$ cat config.mk
export PLATFORM = sky130hd
export DESIGN_NAME = sphere_pair_collision_finder_core
export DESIGN_NICKNAME = d
export VERILOG_FILES = /design/src/hdl/spcf_pkg.sv /design/src/hdl/spcf_ram.sv /design/src/hdl/spcf_ctrl.sv /design/src/hdl/spcf_dp.sv /design/src/hdl/sphere_pair_collision_finder_core.sv
export SDC_FILE = /design/constraint.sdc
export NUM_CORES = 2
export LEC_CHECK = 0
export BUFFER_PORTS_ARGS = -buffer_cell sky130_fd_sc_hd__buf_2
export CAP_MARGIN = 30
export CELL_PAD_IN_SITES_DETAIL_PLACEMENT = 1
export CELL_PAD_IN_SITES_GLOBAL_PLACEMENT = 1
export CORE_MARGIN = 8
export CORE_UTILIZATION = 59
export CTS_BUF_LIST = sky130_fd_sc_hd__clkbuf_8
export DETAILED_ROUTE_END_ITERATION = 16
export GPL_TIMING_DRIVEN = 1
export PLACE_DENSITY = 0.94
export SLEW_MARGIN = 40
export SYNTH_ARGS = -nofsm -noshare
export SYNTH_HDL_FRONTEND = slang
export SYNTH_SLANG_ARGS = --single-unit
$ cat constraint.sdc
create_clock -name i_clk -period 19.7 [get_ports i_clk]
set_clock_uncertainty 0.2 [all_clocks]
set_input_delay 2.955 -clock i_clk [delete_from_list [all_inputs] [get_ports i_clk]]
set_output_delay 2.955 -clock i_clk [all_outputs]
set_load 0.1 [all_outputs]
$ cat src/hdl/spcf_pkg.sv
package spcf_pkg;

    localparam int MAX_SPHERES_DEF = 8;

    localparam int COORD_W    = 16;
    localparam int RADIUS_W   = 16;
    localparam int TYPE_W     = 4;
    localparam int IN_DATA_W  = 3 * COORD_W + RADIUS_W;
    localparam int ENTRY_W    = IN_DATA_W + TYPE_W;
    localparam int OUT_IDX_W  = 3;
    localparam int OUT_DATA_W = 8;

    localparam int X_LO    = 0;
    localparam int Y_LO    = COORD_W;
    localparam int Z_LO    = 2 * COORD_W;
    localparam int RAD_LO  = 3 * COORD_W;
    localparam int TYPE_LO = IN_DATA_W;

    localparam logic [TYPE_W-1:0] TYPE_NONE = '0;

    typedef enum logic [2:0] {
        ST_LOAD,
        ST_READ,
        ST_DIFF,
        ST_SQ,
        ST_CMP,
        ST_DONE
    } t_state;

    typedef struct packed {
        logic wr_en;
        logic rd_en;
        logic diff_en;
        logic sq_en;
        logic push_pair;
        logic push_done;
        logic ovf;
    } t_cmd;

    typedef struct packed {
        logic hit;
        logic out_free;
    } t_stat;

endpackage

$ cat src/hdl/spcf_ram.sv
module spcf_ram #(
    parameter int WIDTH = 8,
    parameter int DEPTH = 8
) (
    input  logic                     i_clk,
    input  logic                     i_we,
    input  logic [$clog2(DEPTH)-1:0] i_waddr,
    input  logic [WIDTH-1:0]         i_wdata,
    input  logic                     i_re,
    input  logic [$clog2(DEPTH)-1:0] i_raddr,
    output logic [WIDTH-1:0]         o_rdata
);

    logic [WIDTH-1:0] r_mem [DEPTH];
    logic [WIDTH-1:0] r_rdata;

    always_ff @(posedge i_clk) begin
        if (i_we) begin
            r_mem[i_waddr] <= i_wdata;
        end
        if (i_re) begin
            r_rdata <= r_mem[i_raddr];
        end
    end

    assign o_rdata = r_rdata;

endmodule

$ cat src/hdl/spcf_ctrl.sv
module spcf_ctrl import spcf_pkg::*; #(
    parameter int MAX_SPHERES = MAX_SPHERES_DEF,
    localparam int CW = $clog2(MAX_SPHERES + 1)
) (
    input  logic          i_clk,
    input  logic          i_rst_n,
    input  logic          i_in_valid,
    input  logic          i_in_last,
    input  t_stat         i_stat,
    output logic          o_in_ready,
    output t_cmd          o_cmd,
    output logic [CW-1:0] o_wr_idx,
    output logic [CW-1:0] o_idx_a,
    output logic [CW-1:0] o_idx_b
);

    t_state        r_state, n_state;
    logic [CW-1:0] r_cnt, n_cnt;
    logic [CW-1:0] r_i, n_i;
    logic [CW-1:0] r_j, n_j;
    logic          r_drop, n_drop;

    logic          take;
    logic          room;
    logic [CW-1:0] cnt_load;
    logic          last_pair;
    logic          last_row;
    logic          step;

    assign take      = i_in_valid && (r_state == ST_LOAD);
    assign room      = r_cnt < CW'(MAX_SPHERES);
    assign cnt_load  = room ? r_cnt + CW'(1) : r_cnt;
    assign last_pair = r_j == (r_cnt - CW'(1));
    // no row left once i + 2 reaches the count
    assign last_row  = ({1'b0, r_i} + (CW + 1)'(2)) >= {1'b0, r_cnt};
    assign step      = (r_state == ST_CMP) && (!i_stat.hit || i_stat.out_free);

    always_comb begin
        n_state = r_state;
        case (r_state)
            ST_LOAD: begin
                if (take && i_in_last) begin
                    n_state = (cnt_load >= CW'(2)) ? ST_READ : ST_DONE;
                end
            end
            ST_READ: n_state = ST_DIFF;
            ST_DIFF: n_state = ST_SQ;
            ST_SQ:   n_state = ST_CMP;
            ST_CMP: begin
                if (step) begin
                    n_state = (last_pair && last_row) ? ST_DONE : ST_READ;
                end
            end
            ST_DONE: begin
                if (i_stat.out_free) begin
                    n_state = ST_LOAD;
                end
            end
            default: n_state = ST_LOAD;
        endcase
    end

    always_comb begin
        n_cnt  = r_cnt;
        n_drop = r_drop;
        n_i    = r_i;
        n_j    = r_j;
        case (r_state)
            ST_LOAD: begin
                if (take) begin
                    n_cnt = cnt_load;
                    n_i   = '0;
                    n_j   = CW'(1);
                    if (!room) begin
                        n_drop = 1'b1;
                    end
                end
            end
            ST_CMP: begin
                if (step) begin
                    if (last_pair) begin
                        n_i = r_i + CW'(1);
                        n_j = r_i + CW'(2);
                    end else begin
                        n_j = r_j + CW'(1);
                    end
                end
            end
            ST_DONE: begin
                if (i_stat.out_free) begin
                    n_cnt  = '0;
                    n_drop = 1'b0;
                end
            end
            default: ;
        endcase
    end

    always_comb begin
        o_cmd           = '0;
        o_cmd.ovf       = r_drop;
        o_in_ready      = 1'b0;
        case (r_state)
            ST_LOAD: begin
                o_in_ready   = 1'b1;
                o_cmd.wr_en  = take && room;
            end
            ST_READ: o_cmd.rd_en   = 1'b1;
            ST_DIFF: o_cmd.diff_en = 1'b1;
            ST_SQ:   o_cmd.sq_en   = 1'b1;
            ST_CMP:  o_cmd.push_pair = i_stat.hit && i_stat.out_free;
            ST_DONE: o_cmd.push_done = i_stat.out_free;
            default: ;
        endcase
    end

    always_ff @(posedge i_clk) begin
        if (!i_rst_n) begin
            r_state <= ST_LOAD;
            r_cnt   <= '0;
            r_drop  <= 1'b0;
            r_i     <= '0;
            r_j     <= '0;
        end else begin
            r_state <= n_state;
            r_cnt   <= n_cnt;
            r_drop  <= n_drop;
            r_i     <= n_i;
            r_j     <= n_j;
        end
    end

    assign o_wr_idx = r_cnt;
    assign o_idx_a  = r_i;
    assign o_idx_b  = r_j;

endmodule

$ cat src/hdl/spcf_dp.sv
module spcf_dp import spcf_pkg::*; #(
    parameter int MAX_SPHERES = MAX_SPHERES_DEF,
    localparam int IW = $clog2(MAX_SPHERES),
    localparam int CW = $clog2(MAX_SPHERES + 1)
) (
    input  logic                  i_clk,
    input  logic                  i_rst_n,
    input  t_cmd                  i_cmd,
    input  logic [CW-1:0]         i_wr_idx,
    input  logic [CW-1:0]         i_idx_a,
    input  logic [CW-1:0]         i_idx_b,
    input  logic [IN_DATA_W-1:0]  i_in_data,
    input  logic [TYPE_W-1:0]     i_in_type,
    input  logic                  i_out_ready,
    output t_stat                 o_stat,
    output logic                  o_out_valid,
    output logic [OUT_DATA_W-1:0] o_out_data,
    output logic                  o_out_ovf,
    output logic                  o_out_last
);

    localparam int SQ_W  = 2 * COORD_W;
    localparam int RS_W  = RADIUS_W + 1;
    localparam int RS2_W = 2 * RS_W;

    function automatic logic [COORD_W-1:0] abs_diff(
        input logic [COORD_W-1:0] a,
        input logic [COORD_W-1:0] b
    );
        logic signed [COORD_W:0] d;
        logic        [COORD_W:0] m;
        d = $signed({b[COORD_W-1], b}) - $signed({a[COORD_W-1], a});
        m = d[COORD_W] ? unsigned'(-d) : unsigned'(d);
        return m[COORD_W-1:0];
    endfunction

    logic [ENTRY_W-1:0] rd_a, rd_b;
    logic [ENTRY_W-1:0] wr_data;

    assign wr_data = {i_in_type, i_in_data};

    spcf_ram #(.WIDTH(ENTRY_W), .DEPTH(MAX_SPHERES)) u_ram_a (
        .i_clk   (i_clk),
        .i_we    (i_cmd.wr_en),
        .i_waddr (i_wr_idx[IW-1:0]),
        .i_wdata (wr_data),
        .i_re    (i_cmd.rd_en),
        .i_raddr (i_idx_a[IW-1:0]),
        .o_rdata (rd_a)
    );

    spcf_ram #(.WIDTH(ENTRY_W), .DEPTH(MAX_SPHERES)) u_ram_b (
        .i_clk   (i_clk),
        .i_we    (i_cmd.wr_en),
        .i_waddr (i_wr_idx[IW-1:0]),
        .i_wdata (wr_data),
        .i_re    (i_cmd.rd_en),
        .i_raddr (i_idx_b[IW-1:0]),
        .o_rdata (rd_b)
    );

    logic [TYPE_W-1:0] ta, tb;
    logic              types_ok;

    assign ta       = rd_a[TYPE_LO +: TYPE_W];
    assign tb       = rd_b[TYPE_LO +: TYPE_W];
    assign types_ok = (ta != TYPE_NONE) && (tb != TYPE_NONE) && (ta != tb);

    // stage 1: axis magnitudes and radius sum
    logic [COORD_W-1:0] r_dx, r_dy, r_dz;
    logic [RS_W-1:0]    r_rsum;
    logic               r_ok;

    always_ff @(posedge i_clk) begin
        if (i_cmd.diff_en) begin
            r_dx   <= abs_diff(rd_a[X_LO +: COORD_W], rd_b[X_LO +: COORD_W]);
            r_dy   <= abs_diff(rd_a[Y_LO +: COORD_W], rd_b[Y_LO +: COORD_W]);
            r_dz   <= abs_diff(rd_a[Z_LO +: COORD_W], rd_b[Z_LO +: COORD_W]);
            r_rsum <= RS_W'(rd_a[RAD_LO +: RADIUS_W]) + RS_W'(rd_b[RAD_LO +: RADIUS_W]);
            r_ok   <= types_ok;
        end
    end

    // stage 2: squares
    logic [SQ_W-1:0]  r_sx, r_sy, r_sz;
    logic [RS2_W-1:0] r_rs2;
    logic             r_ok2;

    always_ff @(posedge i_clk) begin
        if (i_cmd.sq_en) begin
            r_sx  <= SQ_W'(r_dx * r_dx);
            r_sy  <= SQ_W'(r_dy * r_dy);
            r_sz  <= SQ_W'(r_dz * r_dz);
            r_rs2 <= RS2_W'(r_rsum * r_rsum);
            r_ok2 <= r_ok;
        end
    end

    // stage 3: distance sum against squared radius sum
    logic [RS2_W-1:0] d2;

    assign d2 = RS2_W'(r_sx) + RS2_W'(r_sy) + RS2_W'(r_sz);

    logic                 r_out_valid;
    logic [OUT_IDX_W-1:0] r_first, r_second;
    logic                 r_ovf;
    logic                 r_last;

    assign o_stat.hit      = r_ok2 && (d2 <= r_rs2);
    assign o_stat.out_free = !r_out_valid || i_out_ready;

    always_ff @(posedge i_clk) begin
        if (!i_rst_n) begin
            r_out_valid <= 1'b0;
        end else if (i_cmd.push_pair || i_cmd.push_done) begin
            r_out_valid <= 1'b1;
        end else if (i_out_ready) begin
            r_out_valid <= 1'b0;
        end
    end

    always_ff @(posedge i_clk) begin
        if (i_cmd.push_pair || i_cmd.push_done) begin
            r_first  <= i_cmd.push_pair ? OUT_IDX_W'(i_idx_a) : '0;
            r_second <= i_cmd.push_pair ? OUT_IDX_W'(i_idx_b) : '0;
            r_last   <= i_cmd.push_done;
            r_ovf    <= i_cmd.push_done && i_cmd.ovf;
        end
    end

    assign o_out_valid = r_out_valid;
    assign o_out_data  = OUT_DATA_W'({r_second, r_first});
    assign o_out_ovf   = r_ovf;
    assign o_out_last  = r_last;

endmodule

$ cat src/hdl/sphere_pair_collision_finder_core.sv
// while loading, a sphere is taken whenever one is offered; after frame end each
// stored pair passes in turn through the read, diff, square and compare states of
// the shared path, so a frame of n spheres makes n*(n-1)/2 sweeps plus output stalls
// no sphere is taken from frame end until the done item has entered the output register
// synchronous active-low reset clears the sequencer, count, drop flag and output valid;
// the sphere store is not cleared
module sphere_pair_collision_finder_core import spcf_pkg::*; #(
    parameter int MAX_SPHERES = MAX_SPHERES_DEF
) (
    input  logic                  i_clk,
    input  logic                  i_rst_n,
    input  logic                  s_axis_tvalid,
    output logic                  s_axis_tready,
    input  logic [IN_DATA_W-1:0]  s_axis_tdata,  // pos_x, pos_y, pos_z, radius
    input  logic [TYPE_W-1:0]     s_axis_tuser,  // type_tag
    input  logic                  s_axis_tlast,
    output logic                  m_axis_tvalid,
    input  logic                  m_axis_tready,
    output logic [OUT_DATA_W-1:0] m_axis_tdata,  // first_index, second_index, zero pad
    output logic                  m_axis_tuser,  // overflow
    output logic                  m_axis_tlast
);

    localparam int CW = $clog2(MAX_SPHERES + 1);

    t_cmd          cmd;
    t_stat         stat;
    logic [CW-1:0] wr_idx, idx_a, idx_b;

    spcf_ctrl #(.MAX_SPHERES(MAX_SPHERES)) u_ctrl (
        .i_clk      (i_clk),
        .i_rst_n    (i_rst_n),
        .i_in_valid (s_axis_tvalid),
        .i_in_last  (s_axis_tlast),
        .i_stat     (stat),
        .o_in_ready (s_axis_tready),
        .o_cmd      (cmd),
        .o_wr_idx   (wr_idx),
        .o_idx_a    (idx_a),
        .o_idx_b    (idx_b)
    );

    spcf_dp #(.MAX_SPHERES(MAX_SPHERES)) u_dp (
        .i_clk       (i_clk),
        .i_rst_n     (i_rst_n),
        .i_cmd       (cmd),
        .i_wr_idx    (wr_idx),
        .i_idx_a     (idx_a),
        .i_idx_b     (idx_b),
        .i_in_data   (s_axis_tdata),
        .i_in_type   (s_axis_tuser),
        .i_out_ready (m_axis_tready),
        .o_stat      (stat),
        .o_out_valid (m_axis_tvalid),
        .o_out_data  (m_axis_tdata),
        .o_out_ovf   (m_axis_tuser),
        .o_out_last  (m_axis_tlast)
    );

endmodule

==> results of run 1 <==
==> kinds of logic after synthesis <==
logic type      Yosys count  share of synthesized area, %
simple gates           1487                          9.34
buf+inv                1320                          6.81
fa+ha+maj              1264                          28.8
flops                   898                          36.7
compound gates          694                          6.30
xor+xnor                292                          3.51
mux                     282                          8.54
other cells               1                       0.00514
==> stage by stage <==
step / instance area (µm²) / std cells / utilization, % / setup WS [ps]
2_1_floorplan: 73000 / 6239 / - / 8980
3_5_place_dp: 75300 / 7815 / 61.1 / 11480
4_1_cts: 78100 / 8075 / 63.4 / 11070
3_3_place_gp: 75100 / 7808 / 60.9 / 11970
==> metal layers <==
metal / GRT usage [%] / GRT overflow
met2: 84.8 / 92
met4: 69.1 / 76
met5: 47.9 / 4
met3: 67.0 / 20
met1: 71.6 / 4
==> impl_metrics.env, run 1 <==
export IMPL_clkSinkCount=898
export IMPL_cts_root_buf="clkbuf_8"
export IMPL_stop_stage="global routing"
export IMPL_hold_buffers=0
export IMPL_ys_ff_latch=898
export IMPL_tool_error="[ERROR GRT-0232] Routing congestion too high. Check the congestion heatmap in the GUI."
export IMPL_synth_most_common_cell="inv_1"
export IMPL_mappedNetlistArea_um2=73000
export IMPL_post_cts_buffers=0
export IMPL_avgSynthCellArea_um2=11.7
export IMPL_grt_max_degree=74
export IMPL_outcome="aborted with a tool error"
export IMPL_ys_top_cells_by_count="1134 x inv_1, 881 x edfxtp_1, 764 x nand2_1"
export IMPL_gp_congestion=0.857
export IMPL_h_tree_depth=4
export IMPL_clockBufferDepth=3
export IMPL_ios=85
export IMPL_num_rows=129
export IMPL_synth_top_cell_area_share_pct=36.3
export IMPL_gr_usage_all_layers_pct=73.4
export IMPL_synth_distinct_cells=90
export IMPL_ctsResizeCount=0
export IMPL_synth_edf_count=881
export IMPL_die_y_um=368
export IMPL_synth_seq_area_share_pct=36.7
export IMPL_yosysWarnings=0
export IMPL_io_buffer_count=82
export IMPL_die_w_um=368
export IMPL_gr_total_overflow=196
export IMPL_dp_hpwl_um=165000
export IMPL_antenna_found_initial=73
export IMPL_syn_inst=6238
export IMPL_yosys_area_top_type="edfxtp_1"
export IMPL_async_flop_share_pct=0
export IMPL_initial_utilization_pct=59.2
export IMPL_numCtsBuffers=146
export IMPL_synth_top_flop_cell="edfxtp_1"
export IMPL_yosys_top_cells_area="edfxtp_1 36%, fa_1 19%, ha_1 9.9%"
==> inputs of run 2 (changes only) <==
- CELL_PAD_IN_SITES_DETAIL_PLACEMENT: 1 -> not set
- CELL_PAD_IN_SITES_GLOBAL_PLACEMENT: 1 -> not set
- CORE_UTILIZATION: 59 -> 40
- CTS_BUF_LIST: sky130_fd_sc_hd__clkbuf_8 -> not set
- PLACE_DENSITY: 0.94 -> not set
- PLACE_DENSITY_LB_ADDON: not set -> 0.15
==> run 2 against run 1 <==
Compared with the run above: the flow now finishes without violations; synthesized cell count stayed put; area after synthesis stayed put.
==> impl_metrics.env, run 2 <==
export IMPL_gr_total_overflow=0
export IMPL_ios=85
export IMPL_synth_distinct_cells=90
export IMPL_drive_above_1_share_pct=9.66
export IMPL_fin_setup_tns_ps=0
export IMPL_dieArea_um2=196000
export IMPL_avgSynthCellArea_um2=11.7
export IMPL_worst_hold_slack_ps=274
export IMPL_clk_pin_slew_ps=60
export IMPL_gp_congestion=0.829
export IMPL_yosys_area_top_type="edfxtp_1"
export IMPL_synth_top_cell_area_share_pct=36.3
export IMPL_worst_pin_slew_ps=850
export IMPL_max_freq_mhz=127
export IMPL_finalSetupViolations=0
export IMPL_num_rows=156
export IMPL_max_slew_margin_pct=43.3
export IMPL_startpoint_type="flip-flop"
export IMPL_mappedNetlistArea_um2=73000
export IMPL_nNetsFinal=7635
export IMPL_min_path_type="reg2reg"
export IMPL_num_vias=45135
export IMPL_grt_pass1_vias=47796
export IMPL_design_area_um2=79500
export IMPL_cp_arrival_ps=8040
export IMPL_synth_top_flop_cell="edfxtp_1"
export IMPL_fillers=16718
export IMPL_path_class="reg2reg"
export IMPL_yosys_top_cells_area="edfxtp_1 36%, fa_1 19%, ha_1 9.9%"
export IMPL_place_area_um2=76300
export IMPL_post_drt_wl_per_cell_um=19.3
export IMPL_top_register="u_dp.u_ram_b.r_mem"
export IMPL_min_period_ps=7880
export IMPL_final_antenna_net_count=0
export IMPL_critPathRequiredTime_ps=19870
export IMPL_yosysWarnings=0
export IMPL_h_tree_depth=3
export IMPL_grt_max_degree=83
export IMPL_io_buffer_count=82
export IMPL_post_cts_buffers=0
export IMPL_layout_common_cells="1134 x inv_1, 881 x edfxtp_1, 764 x nand2_1"
export IMPL_end_kind="flip-flop"
export IMPL_setup_ws_ps=11820
export IMPL_clockBufferDepth=3
export IMPL_largest_reg_flops=476
export IMPL_initial_utilization_pct=40.3
export IMPL_numCtsBuffers=101
export IMPL_die_w_um=443
export IMPL_drc=0
export IMPL_dpl_worst_slack_ps=11720
export IMPL_syn_inst=6238
export IMPL_clkSinkCount=898
export IMPL_antenna_found_initial=16
export IMPL_wirelength_um=169000
export IMPL_synth_seq_area_share_pct=36.7
export IMPL_dp_hpwl_um=122000
export IMPL_rsz0062_at_grt="false"
export IMPL_finalMaxSlewViolations=0
export IMPL_period_share_pct=40.0
export IMPL_ctsResizeCount=0
export IMPL_drtIter0Drc=2607
export IMPL_synth_most_common_cell="inv_1"
export IMPL_finalHoldViolCount=0
export IMPL_vias_per_cell=5.16
export IMPL_cts_root_buf="clkbuf_16"
export IMPL_maxCapViolations=0
export IMPL_clk_insertion_delay_late_ps=710
export IMPL_hold_buffers=0
export IMPL_ys_ff_latch=898
export IMPL_critPathMaxFanout=8
export IMPL_ys_top_cells_by_count="1134 x inv_1, 881 x edfxtp_1, 764 x nand2_1"
export IMPL_grt_pass1_wl_um=272000
export IMPL_area_delta_synth_final_pct=9.03
export IMPL_dr_pass1_iters=5
export IMPL_synth_edf_count=881
export IMPL_outcome="finished clean"
export IMPL_final_common_cell="inv_1"
export IMPL_cts_tree="yes"
export IMPL_coreArea_um2=181000
export IMPL_gr_usage_all_layers_pct=17.3
export IMPL_async_flop_share_pct=0
export IMPL_die_y_um=443
-- run 2: layout make-up --
| cell class | instances | area (µm²) | share of cell area, % |
|---|---|---|---|
| Antenna cell | 4 | 10.0 | 0.0126 |
| Clock buffer | 119 | 2620 | 3.29 |
| Clock inverter | 64 | 582 | 0.731 |
| Inverter | 1137 | 4270 | 5.37 |
| Multi-Input combinational cell | 4021 | 41300 | 51.9 |
| Sequential cell | 898 | 26800 | 33.7 |
| Tap cell | 2370 | 2970 | 3.73 |
| Timing Repair Buffer | 139 | 990 | 1.24 |
-- run 2: cells by family (layout without fill, tap and decap cells) --
| group | after synthesis | after routing | synth area share, % |
|---|---|---|---|
| compound gates | 694 | 694 | 6.30 |
| xor+xnor | 292 | 292 | 3.51 |
| fa+ha+maj | 1264 | 1264 | 28.8 |
| buf+inv | 1320 | 1459 | 6.81 |
| flops | 898 | 898 | 36.7 |
| mux | 282 | 282 | 8.54 |
| other cells | 1 | 6 | 0.00514 |
| simple gates | 1487 | 1487 | 9.34 |
-- run 2: worst max-delay path: stages, from the launching register on --
cell       delay, ps
edfxtp_1         360
ha_1             360
a21o_1           170
a21oi_1          240
o21ai_0          150
a2111o_1         450
a31oi_1          250
o21bai_1          90
a21oi_1          170
xnor2_1          140
ha_1             310
a21oi_1          180
o21ai_0          130
nor4_1           200
o32ai_1          180
a221oi_1         430
a21oi_1          230
o2bb2ai_1        260
a311oi_1         350
xor2_1           110
ha_1             310
nand4_1          100
or2_2            300
nor3_1           590
nand3_1          230
a21oi_1          320
nand3_1          310
nand2_1          390
-- run 2: path summary, 6_finish.rpt --
check             slack (ps)               end          start  cells past startpoint
setup / recovery       11820  u_dp.r_second[1]   u_dp.r_sy[3]                     27
hold / removal           270     u_ctrl.r_drop  u_ctrl.r_drop                      2
setup reg to reg       11820  u_dp.r_second[1]   u_dp.r_sy[3]                     27
hold reg to reg          270     u_ctrl.r_drop  u_ctrl.r_drop                      2
-- run 2: layer usage --
| layer | GRT usage [%] | share of wire (%) | vias up |
|---|---|---|---|
| met1 | 23.8 | 45 | 22946 |
| li1 | - | - | 21216 |
| met5 | 0 | 0.041 | - |
| met4 | 3.07 | 1.4 | 12 |
| met2 | 30.1 | 49 | 774 |
| met3 | 2.05 | 3.9 | 187 |
-- run 2: per-stage QoR --
stage          utilization, %  std cells
5_1_grt                  44.0       8748
4_1_cts                  43.9       8744
6_report                 44.0       8752
3_3_place_gp             42.1       8555
3_5_place_dp             42.1       8561
2_1_floorplan               -       6239
Power of run 2 is not shown: default switching activity piles up to over one toggle a cycle in this logic, so the estimate is an artifact.
